--- src/cfrx_pkg.sv ---
// Shared types and constants for the command frame receiver.
// Used by the receiver top level and its port checker.
`timescale 1ns / 1ps
`default_nettype none

package cfrx_pkg;

    localparam int unsigned ByteW  = 8;
    localparam int unsigned KindW  = 3;
    localparam int unsigned IndexW = 6;
    localparam int unsigned RegIdxW = 2;

    localparam logic [ByteW-1:0] LenSelect   = 8'd9;
    localparam logic [ByteW-1:0] LenRead     = 8'd11;
    localparam logic [ByteW-1:0] LenWriteMin = 8'd14;
    localparam logic [ByteW-1:0] LenWriteMax = 8'd42;

    localparam logic [IndexW-1:0] MaxPayloadIndex = 6'd41;

    localparam logic [ByteW-1:0] ResetFirstCmd = 8'd1;
    localparam logic [ByteW-1:0] ResetResendA  = 8'd224;
    localparam logic [ByteW-1:0] ResetResendB  = 8'd225;
    localparam logic [ByteW-1:0] ResetResendC  = 8'd226;

    typedef enum logic [RegIdxW-1:0] {
        REG_FIRST_CMD = 2'd0,
        REG_RESEND_A  = 2'd1,
        REG_RESEND_B  = 2'd2,
        REG_RESEND_C  = 2'd3
    } reg_index_t;

    typedef enum logic [KindW-1:0] {
        EV_PAYLOAD   = 3'd0,
        EV_FRAME_OK  = 3'd1,
        EV_CHECK_ERR = 3'd2,
        EV_COUNT_ERR = 3'd3,
        EV_CMD_ERR   = 3'd4,
        EV_RESEND    = 3'd5,
        EV_TIMEOUT   = 3'd6
    } event_kind_t;

    typedef enum logic {
        OP_BYTE    = 1'b0,
        OP_TIMEOUT = 1'b1
    } opcode_t;

endpackage

`default_nettype wire

--- src/command_frame_receiver_xor_check_unit.sv ---
// Command frame receiver with XOR checksum: frame parser and result register.
// Depends on cfrx_pkg.
//
// Takes one transaction (a received byte or a timeout event) in every clock cycle while
// s_ready is high and reports at most one result per transaction, in the cycle after
// acceptance, from a result register. s_ready falls only while a result waits in that
// register and m_ready is low; all parsing runs in a single pass from the frame state
// registers. Configuration writes on cfg_wr_en are registered and have no handshake.
`timescale 1ns / 1ps
`default_nettype none

module command_frame_receiver_xor_check_unit import cfrx_pkg::*; (
    input  wire logic               aclk,
    input  wire logic               aresetn,
    input  wire logic               cfg_wr_en,
    input  wire logic [RegIdxW-1:0] cfg_index,
    input  wire logic [ByteW-1:0]   cfg_wdata,
    input  wire logic               s_valid,
    output logic                    s_ready,
    input  wire logic               s_opcode,
    input  wire logic [ByteW-1:0]   s_rx_byte,
    output logic                    m_valid,
    input  wire logic               m_ready,
    output logic [KindW-1:0]        m_event_kind,
    output logic [ByteW-1:0]        m_command_code,
    output logic [ByteW-1:0]        m_frame_length,
    output logic [ByteW-1:0]        m_payload_byte,
    output logic [IndexW-1:0]       m_payload_index
);

    typedef enum logic [2:0] {
        PH_IDLE        = 3'd0,
        PH_LEN         = 3'd1,
        PH_DATA        = 3'd2,
        PH_CHECK       = 3'd3,
        PH_SWALLOW_CMD = 3'd4,
        PH_SWALLOW_CNT = 3'd5
    } phase_t;

    logic [ByteW-1:0] first_cmd_reg;
    logic [ByteW-1:0] resend_a_reg;
    logic [ByteW-1:0] resend_b_reg;
    logic [ByteW-1:0] resend_c_reg;

    phase_t            phase_reg, phase_next;
    logic [ByteW-1:0]  cmd_reg, cmd_next;
    logic [ByteW-1:0]  len_reg, len_next;
    logic [IndexW-1:0] count_reg, count_next;
    logic [ByteW-1:0]  xor_reg, xor_next;

    logic              out_valid_reg, out_valid_next;
    event_kind_t       kind_reg, kind_next;
    logic [ByteW-1:0]  out_cmd_reg, out_len_reg;
    logic [ByteW-1:0]  pbyte_reg, pbyte_next;
    logic [IndexW-1:0] pidx_reg, pidx_next;

    logic              accept;
    logic              has_result;
    logic              in_range;
    logic              is_resend;
    logic              len_ok;
    logic [ByteW:0]    last_cmd;
    logic [ByteW-1:0]  cmd_offset;
    logic [IndexW-1:0] count_inc;
    logic [ByteW-1:0]  b;

    assign s_ready = !out_valid_reg || m_ready;
    assign accept  = s_valid && s_ready;
    assign b       = s_rx_byte;

    assign last_cmd   = {1'b0, first_cmd_reg} + (ByteW+1)'(4);
    assign in_range   = (b >= first_cmd_reg) && ({1'b0, b} <= last_cmd);
    assign is_resend  = (b == resend_a_reg) || (b == resend_b_reg) || (b == resend_c_reg);
    assign cmd_offset = cmd_reg - first_cmd_reg;
    assign count_inc  = count_reg + IndexW'(1);

    always_comb begin
        unique case (cmd_offset)
            8'd1:    len_ok = (b == LenSelect);
            8'd2:    len_ok = (b == LenRead);
            8'd3:    len_ok = (b >= LenWriteMin) && (b <= LenWriteMax);
            default: len_ok = (b == '0);
        endcase
    end

    always_comb begin
        phase_next = phase_reg;
        cmd_next   = cmd_reg;
        len_next   = len_reg;
        count_next = count_reg;
        xor_next   = xor_reg;
        has_result = 1'b0;
        kind_next  = EV_PAYLOAD;
        pbyte_next = '0;
        pidx_next  = '0;
        if (s_opcode == OP_TIMEOUT) begin
            unique case (phase_reg)
                PH_LEN, PH_DATA, PH_CHECK: begin
                    has_result = 1'b1;
                    kind_next  = EV_TIMEOUT;
                end
                PH_SWALLOW_CMD: begin
                    has_result = 1'b1;
                    kind_next  = EV_CMD_ERR;
                end
                PH_SWALLOW_CNT: begin
                    has_result = 1'b1;
                    kind_next  = EV_COUNT_ERR;
                end
                default: has_result = 1'b0;
            endcase
            phase_next = PH_IDLE;
        end else begin
            unique case (phase_reg)
                PH_LEN: begin
                    len_next   = b;
                    xor_next   = xor_reg ^ b;
                    count_next = '0;
                    if (!len_ok) begin
                        phase_next = PH_SWALLOW_CNT;
                    end else if (b == '0) begin
                        phase_next = PH_CHECK;
                    end else begin
                        phase_next = PH_DATA;
                    end
                end
                PH_DATA: begin
                    has_result = 1'b1;
                    kind_next  = EV_PAYLOAD;
                    pbyte_next = b;
                    pidx_next  = count_reg;
                    xor_next   = xor_reg ^ b;
                    count_next = count_inc;
                    if ({{(ByteW-IndexW){1'b0}}, count_inc} == len_reg) begin
                        phase_next = PH_CHECK;
                        count_next = '0;
                    end
                end
                PH_CHECK: begin
                    has_result = 1'b1;
                    kind_next  = (b == xor_reg) ? EV_FRAME_OK : EV_CHECK_ERR;
                    phase_next = PH_IDLE;
                end
                PH_SWALLOW_CMD, PH_SWALLOW_CNT: begin
                    phase_next = phase_reg;
                end
                default: begin
                    cmd_next   = b;
                    len_next   = '0;
                    count_next = '0;
                    xor_next   = b;
                    if (in_range) begin
                        phase_next = PH_LEN;
                    end else if (is_resend) begin
                        has_result = 1'b1;
                        kind_next  = EV_RESEND;
                        phase_next = PH_IDLE;
                    end else begin
                        phase_next = PH_SWALLOW_CMD;
                    end
                end
            endcase
        end
    end

    always_comb begin
        out_valid_next = out_valid_reg;
        if (out_valid_reg && m_ready) begin
            out_valid_next = 1'b0;
        end
        if (accept && has_result) begin
            out_valid_next = 1'b1;
        end
    end

    always_ff @(posedge aclk) begin
        if (!aresetn) begin
            first_cmd_reg <= ResetFirstCmd;
            resend_a_reg  <= ResetResendA;
            resend_b_reg  <= ResetResendB;
            resend_c_reg  <= ResetResendC;
        end else if (cfg_wr_en) begin
            unique case (reg_index_t'(cfg_index))
                REG_FIRST_CMD: first_cmd_reg <= cfg_wdata;
                REG_RESEND_A:  resend_a_reg  <= cfg_wdata;
                REG_RESEND_B:  resend_b_reg  <= cfg_wdata;
                REG_RESEND_C:  resend_c_reg  <= cfg_wdata;
                default:       first_cmd_reg <= first_cmd_reg;
            endcase
        end
    end

    always_ff @(posedge aclk) begin
        if (!aresetn) begin
            phase_reg     <= PH_IDLE;
            cmd_reg       <= '0;
            len_reg       <= '0;
            count_reg     <= '0;
            xor_reg       <= '0;
            out_valid_reg <= 1'b0;
        end else begin
            out_valid_reg <= out_valid_next;
            if (accept) begin
                phase_reg <= phase_next;
                cmd_reg   <= cmd_next;
                len_reg   <= len_next;
                count_reg <= count_next;
                xor_reg   <= xor_next;
            end
        end
    end

    // hold the result payload until a new result is loaded
    always_ff @(posedge aclk) begin
        if (accept && has_result) begin
            kind_reg    <= kind_next;
            out_cmd_reg <= cmd_next;
            out_len_reg <= len_next;
            pbyte_reg   <= pbyte_next;
            pidx_reg    <= pidx_next;
        end
    end

    assign m_valid         = out_valid_reg;
    assign m_event_kind    = kind_reg;
    assign m_command_code  = out_cmd_reg;
    assign m_frame_length  = out_len_reg;
    assign m_payload_byte  = pbyte_reg;
    assign m_payload_index = pidx_reg;

endmodule

`default_nettype wire

--- config.mk ---
export PLATFORM = sky130hd
export DESIGN_NAME = command_frame_receiver_xor_check_unit
export DESIGN_NICKNAME = d
export VERILOG_FILES = /design/src/cfrx_pkg.sv /design/src/command_frame_receiver_xor_check_unit.sv
export SDC_FILE = /design/constraint.sdc
export NUM_CORES = 1
export LEC_CHECK = 0
export CORE_UTILIZATION = 33
export DETAILED_ROUTE_END_ITERATION = 6
export DONT_BUFFER_PORTS = 1
export PLACE_DENSITY = 0.53
export SYNTH_ARGS = -nofsm -noshare
export SYNTH_HDL_FRONTEND = slang
export SYNTH_SLANG_ARGS = --single-unit
--- constraint.sdc ---
create_clock -name aclk -period 7.5 [get_ports aclk]
set_clock_uncertainty 0.1 [all_clocks]
set_input_delay 0.375 -clock aclk [delete_from_list [all_inputs] [get_ports aclk]]
set_output_delay 0.375 -clock aclk [all_outputs]
set_load 0.005 [all_outputs]
# Word-level counts from Yosys, hierarchy flattened
# Index checks and enable logic that the tools add are counted.
[classes]
addsub = 3
mul = 0
div = 0
order_cmp = 4
n_eq_ne = 20
n_shift = 0
muxes = 28
n_bitwise = 4
n_reduce_logical = 28
[op_table]
columns = ["operator", "n"]
rows = [
  ["== test 8 bit", 4],
  ["one-hot mux 8 bit (2 select lines)", 2],
  ["two-way mux 3 bit", 8],
  ["two-way mux 8 bit", 3],
  ["== test 8 x 2 -> 1 bit, second input constant", 2],
  ["== test 8 x 4 -> 1 bit, second input constant", 2],
  ["one-hot mux 3 bit (4 select lines)", 1],
  ["one-hot mux 6 bit (2 select lines)", 1],
  ["adder 8 x 3 -> 9 bit, second input constant", 1],
  ["less-or-equal comparator 8 x 9 -> 1 bit", 1],
  ["one-hot mux 3 bit (3 select lines)", 1],
  ["OR reduction 3 bit", 3],
  ["== test 6 x 8 -> 1 bit", 1],
  ["== test 8 x 1 -> 1 bit, second input constant", 1],
  [">= comparator 8 x 4 -> 1 bit, second input constant", 1],
  [">= comparator 8 bit", 1],
  ["less-or-equal comparator 8 x 6 -> 1 bit, second input constant", 1],
  ["logical NOT 8 bit", 1],
  ["AND reduction 2 bit", 4],
  ["OR reduction 2 bit", 4],
  ["OR reduction 4 bit", 2],
  ["subtractor 8 bit", 1],
  ["XOR 8 bit", 1],
  ["two-way mux 1 bit", 7],
  ["other kinds (21)", 33],
]
[totals]
register_bits = 99
latch_bits = 0
mem_bits_rw = 0
rom_bits = 0
in_bits = 24
output_inout_bits = 35
mem_count = 0

# Longest topological paths before layout
[logic_depth]
word_depth = 9
ltp_mapped = 12
depth_no_buf = 12

# Least setup slack after synthesis
# No wires, ideal clock.
[synth_timing]
path_kind = "reg-to-reg"
startpoint = "register first_cmd_reg[4]"
endpoint = "register out_cmd_reg[0] (netlist: m_command_code[0]) (enable)"
setup_ns = 0.427
t_arrival_ns = 3.601
path_slack_ns = 3.372
stages_incl_launch_ff = 13
path_buffers = 0
synth_period_minus_slack_ns = 4.128
path_cell_list = "dfxtp_1 -> inv_1 -> nor3_1 -> nand3_1 -> xnor2_1 -> ha_1 -> o21a_1 -> a21oi_1 -> a311oi_1 -> a211oi_1 -> nand2b_1 -> o31a_1 -> nor2b_1"
[synth_via]
elab_chain_cells = 7
elab_cells_between_ends = 8
cone_classes = "1 x add/sub; 2 x order compare; 3 x mux; 2 x reduce/logical"
[synth_rtl]
columns = ["element", "line", "text"]
rows = [
  ["from (decl)", "command_frame_receiver_xor_check_unit.sv:40", "logic [ByteW-1:0] first_cmd_reg;"],
  ["from (signal assigned)", "command_frame_receiver_xor_check_unit.sv:178", "first_cmd_reg <= ResetFirstCmd;"],
  ["from (signal assigned)", "command_frame_receiver_xor_check_unit.sv:184", "REG_FIRST_CMD: first_cmd_reg <= cfg_wdata;"],
  ["from (signal assigned)", "command_frame_receiver_xor_check_unit.sv:188", "default: first_cmd_reg <= first_cmd_reg;"],
  ["adder 8 x 3 -> 9 bit", "command_frame_receiver_xor_check_unit.sv:71", "assign last_cmd = {1'b0, first_cmd_reg} + (ByteW+1)'(4);"],
  ["less-or-equal comparator 8 x 9 -> 1 bit", "command_frame_receiver_xor_check_unit.sv:72", "assign in_range = (b >= first_cmd_reg) && ({1'b0, b} <= last_cmd);"],
  ["logical AND 1 bit *", "command_frame_receiver_xor_check_unit.sv:72", ""],
  ["two-way mux 1 bit *", "command_frame_receiver_xor_check_unit.sv:152", "if (in_range) begin"],
  ["one-hot mux 1 bit (2 select lines) *", "command_frame_receiver_xor_check_unit.sv:114", "unique case (phase_reg)"],
  ["two-way mux 1 bit *", "command_frame_receiver_xor_check_unit.sv:96", "if (s_opcode == OP_TIMEOUT) begin"],
  ["logical AND 1 bit *", "command_frame_receiver_xor_check_unit.sv:215", "if (accept && has_result) begin"],
  ["to (signal assigned)", "command_frame_receiver_xor_check_unit.sv:217", "out_cmd_reg <= cmd_next;"],
  ["to (decl)", "command_frame_receiver_xor_check_unit.sv:53", "logic [ByteW-1:0] out_cmd_reg, out_len_reg;"],
]
# Mark *: on every way between the ends. The rest lies on a longest branch, timed or not.
# A chain may end at the register's enable or synchronous reset.

# Final worst setup path
[layout_timing]
startpoint = "register first_cmd_reg[4]"
endpoint = "register out_len_reg[6] (netlist: m_frame_length[6]) (enable)"
[layout_via]
elab_chain_cells = 7
elab_cells_between_ends = 8
cone_classes = "1 x add/sub; 2 x order compare; 3 x mux; 2 x reduce/logical"
[layout_rtl]
columns = ["element", "line", "text"]
rows = [
  ["adder 8 x 3 -> 9 bit", "command_frame_receiver_xor_check_unit.sv:71", ""],
  ["less-or-equal comparator 8 x 9 -> 1 bit", "command_frame_receiver_xor_check_unit.sv:72", ""],
  ["logical AND 1 bit *", "command_frame_receiver_xor_check_unit.sv:72", ""],
  ["two-way mux 1 bit *", "command_frame_receiver_xor_check_unit.sv:152", ""],
  ["one-hot mux 1 bit (2 select lines) *", "command_frame_receiver_xor_check_unit.sv:114", ""],
  ["two-way mux 1 bit *", "command_frame_receiver_xor_check_unit.sv:96", ""],
  ["logical AND 1 bit *", "command_frame_receiver_xor_check_unit.sv:215", ""],
  ["to (signal assigned)", "command_frame_receiver_xor_check_unit.sv:218", "out_len_reg <= len_next;"],
  ["to (decl)", "command_frame_receiver_xor_check_unit.sv:53", ""],
]
# Marks and branches as above.

==> flow_metrics.tcl <==
set metrics [dict create \
    outcome "finished with violations" \
    grt_pass1_vias 4178 \
    tightest_slew_ns 1.04 \
    design.core.area_um2 16500 \
    insertedDiodeCount 0 \
    finalSetupViolCount 0 \
    crit_path_start_kind "flop" \
    max_freq_mhz 285 \
    drt.antenna.violating_nets 0 \
    mostFrequentLayoutCell "sky130_fd_sc_hd__nand2_1" \
    synth_top_cells_by_area "sky130_fd_sc_hd__dfxtp_1, sky130_fd_sc_hd__edfxtp_1, sky130_fd_sc_hd__nand2_1" \
    synth-compound-area-share 0.166 \
    cts.sinks 99 \
    floorplan.io_pins 59 \
    hpwlAfterDp_mm 9.78 \
    post-cts-setup-buffers 0 \
    most_frequent_cells_in_the_layout "sky130_fd_sc_hd__nand2_1, sky130_fd_sc_hd__dfxtp_1, sky130_fd_sc_hd__nor2_1, sky130_fd_sc_hd__o21ai_0, sky130_fd_sc_hd__edfxtp_1" \
    critical_path.endpoint_type "flop" \
    floorplan.die.width_um 132 \
    primary_ff_master_synth "sky130_fd_sc_hd__dfxtp_1" \
    grt_antenna_before_repair 0 \
    asyncSetResetFlopFracSynth 0 \
    grt_setup_unrepaired "no" \
    vias 4378 \
    tns_ns 0 \
    max_cap_viol_count 0 \
    violated_checks "DRC" \
    syn_area_um2 5580 \
    nFillCells 1690 \
    finalWirelength_mm 14.1 \
    cts_max_level 3 \
    fp-row-count 47 \
    dp.cells 817 \
    grt_start_max_net_pins 62 \
    detail_route.drc_violations 2 \
    port-buffer-count 0 \
    area_of_the_die_um2 17400 \
    post_synth_xor_area_fraction 0.0778 \
    worst-endpoint-arrival_ns 3.43 \
    clk_pin_slew_ns 0.07 \
    drt-vias-per-instance 5.24 \
    finalHoldViolations 0 \
    power.leakage_nw 2.13 \
    postSynthAreaPerCell_um2 8.89 \
    wire_length_of_the_first_global_routing_pass_mm 22.2 \
    worstHoldPathType "in2reg" \
    relSlewSlack 0.303 \
    final_period_minus_worst_setup_slack_ns 3.51 \
    multiplexer_share_of_the_synthesized_area 0.00560 \
    layout-drive-gt1-share 0.0520 \
    numCtsBuffers 9 \
    mapped_nets 679 \
    simple_gate_share_of_the_synthesized_area 0.236 \
    power_density_nw_per_um2 200 \
    clk-insertion-delay-late_ns 0.36 \
    grt.met1_usage 0.211 \
    synth_enable_flop_cells 33 \
    violation_count_after_the_first_detailed_routing_iteration 264 \
    critPathKind "reg2reg" \
    clockBufferDepth 2 \
    fin_crit_sh 0.469 \
    global_route.usage.met2 0.266 \
    finalNonFillerCells 835 \
    ys_ff_latch 99 \
    core_occupancy_in_the_finished_layout 0.365 \
    layout.nets 661 \
    synth_top_family_by_area "simple AND/OR/NAND/NOR gates" \
    critical_path_peak_fanout 33 \
    start_util 0.338 \
    synthesis.instances 628 \
    clock-root-buffer "sky130_fd_sc_hd__clkbuf_16" \
    floorplan.die.height_um 132 \
    post-synth-top-area-fraction 0.237 \
    post_drt_wl_per_cell_um 16.8 \
    yosys.area.top_type "sky130_fd_sc_hd__dfxtp_1" \
    yosys.area_share.adder 0.0619 \
    worst-endpoint-required_ns 7.41 \
    ys_seq_area_frac 0.414 \
    yosys_warnings 0 \
    gr-usage-met3 0.0427 \
    post_synth_num_cell_types 62 \
    area_growth_pct 8.14 \
    post_cts.resized_instances 0 \
    ir_worst_vdd_v 0.000132 \
    gpl.final_weighted_congestion 0.866 \
    post_cts_hold_buffer_count 2 \
    timing_max_transition_violations_final 0 \
    top_usage_layer "met2" \
    cts_tree "built" \
    drt_pass_1_iters 6 \
    grt-ovfl-total 0 \
    grt_util_all_layers 0.164 \
]
Yosys cell counts (2+ instances only):
cell / instances
sky130_fd_sc_hd__buf_4: 2
sky130_fd_sc_hd__nor2b_1: 30
sky130_fd_sc_hd__nor2_1: 40
sky130_fd_sc_hd__a21boi_1: 7
sky130_fd_sc_hd__nor3b_1: 9
sky130_fd_sc_hd__o21a_1: 4
sky130_fd_sc_hd__o21ai_0: 34
sky130_fd_sc_hd__nand2_1: 94
sky130_fd_sc_hd__or2_2: 2
sky130_fd_sc_hd__a22oi_1: 9
sky130_fd_sc_hd__clkbuf_1: 22
sky130_fd_sc_hd__nand4_1: 5
sky130_fd_sc_hd__a311oi_1: 2
sky130_fd_sc_hd__and3_1: 9
sky130_fd_sc_hd__a22o_1: 17
sky130_fd_sc_hd__xor2_1: 20
sky130_fd_sc_hd__inv_1: 19
sky130_fd_sc_hd__dfxtp_1: 66
sky130_fd_sc_hd__nand2b_1: 8
sky130_fd_sc_hd__edfxtp_1: 33
sky130_fd_sc_hd__a32o_1: 3
sky130_fd_sc_hd__a21boi_0: 14
sky130_fd_sc_hd__buf_2: 6
sky130_fd_sc_hd__or4_4: 2
sky130_fd_sc_hd__xnor2_1: 27
sky130_fd_sc_hd__mux2i_1: 2
sky130_fd_sc_hd__and2_1: 12
sky130_fd_sc_hd__a21oi_1: 30
sky130_fd_sc_hd__o21ai_1: 3
sky130_fd_sc_hd__or4_1: 2
sky130_fd_sc_hd__nor4_1: 9
sky130_fd_sc_hd__a21o_1: 2
sky130_fd_sc_hd__ha_1: 26
sky130_fd_sc_hd__or3_1: 3
sky130_fd_sc_hd__nand3_1: 21
sky130_fd_sc_hd__nor3_1: 7
sky130_fd_sc_hd__o22ai_1: 2
cell families (layout without fill, tap and decap cells):
kind of cell | after synthesis | count (layout)
AOI/OAI and AO/OA | 138 | 138
muxes | 3 | 3
xor gates and xnor gates | 48 | 48
buffers and inverters | 51 | 38
and+or+nand+nor | 262 | 262
adders and majority gates | 27 | 27
DFF | 99 | 99
metal layers:
metal  routed length (µm)  up-vias  share of wire
li1                     -     2164              -
met3                  748       28          0.053
met4                  314        0          0.022
met1                 6620     2066           0.47
met2                 6370      120           0.45
met5                    0        -              0
metrics by stage:
stage	instance area [µm²]	hold slack, ns	total power [mW]	setup WS, ns
4_1_cts	6040	0.00113	1.22	4.08
6_report	6040	0.0279	1.21	3.99
2_1_floorplan	5580	0.351	0.739	3.37
5_1_grt	6040	0.0133	1.26	3.79
3_5_place_dp	5730	0.367	0.761	4.09
3_3_place_gp	5730	0.361	0.756	4.22
area by class of cell:
type                    instances  area, µm²  share of cell area
multi-input cells             478       3060               0.507
inverters                      19       71.3              0.0118
clock buffers                  11        243              0.0402
well taps                     220        275              0.0456
repair buffers                  3       27.5             0.00456
flip-flops and latches         99       2310               0.383
clock inverters                 5       43.8             0.00726
power by group:
part           total [mW]  internal (mW)  switching, mW
registers           0.597          0.578         0.0192
clock network       0.455          0.239          0.216
logic               0.155         0.0690         0.0856
total                1.21          0.886          0.321
critical path: stages (launching register included):
cell	delay, ns
sky130_fd_sc_hd__dfxtp_1	0.39
sky130_fd_sc_hd__inv_1	0.11
sky130_fd_sc_hd__nor3_1	0.36
sky130_fd_sc_hd__nand3_1	0.15
sky130_fd_sc_hd__xnor2_1	0.15
sky130_fd_sc_hd__ha_1	0.30
sky130_fd_sc_hd__o21a_1	0.16
sky130_fd_sc_hd__a21oi_1	0.09
sky130_fd_sc_hd__a311oi_1	0.20
sky130_fd_sc_hd__a211oi_1	0.16
sky130_fd_sc_hd__nand2b_1	0.23
sky130_fd_sc_hd__o31a_1	0.29
sky130_fd_sc_hd__nor2b_2	0.11
sky130_fd_sc_hd__buf_4	0.37
final timing paths:
path / slack (ns) / from / to / cells after the start
hold / removal: 0.03 / aresetn / resend_a_reg[5] / 1
hold reg to reg: 0.37 / resend_c_reg[0] / resend_c_reg[0] / 2
setup reg to reg: 3.99 / first_cmd_reg[4] / m_frame_length[6] / 13
setup / recovery: 3.99 / first_cmd_reg[4] / m_frame_length[6] / 13
(Power assumes the default switching activity.)
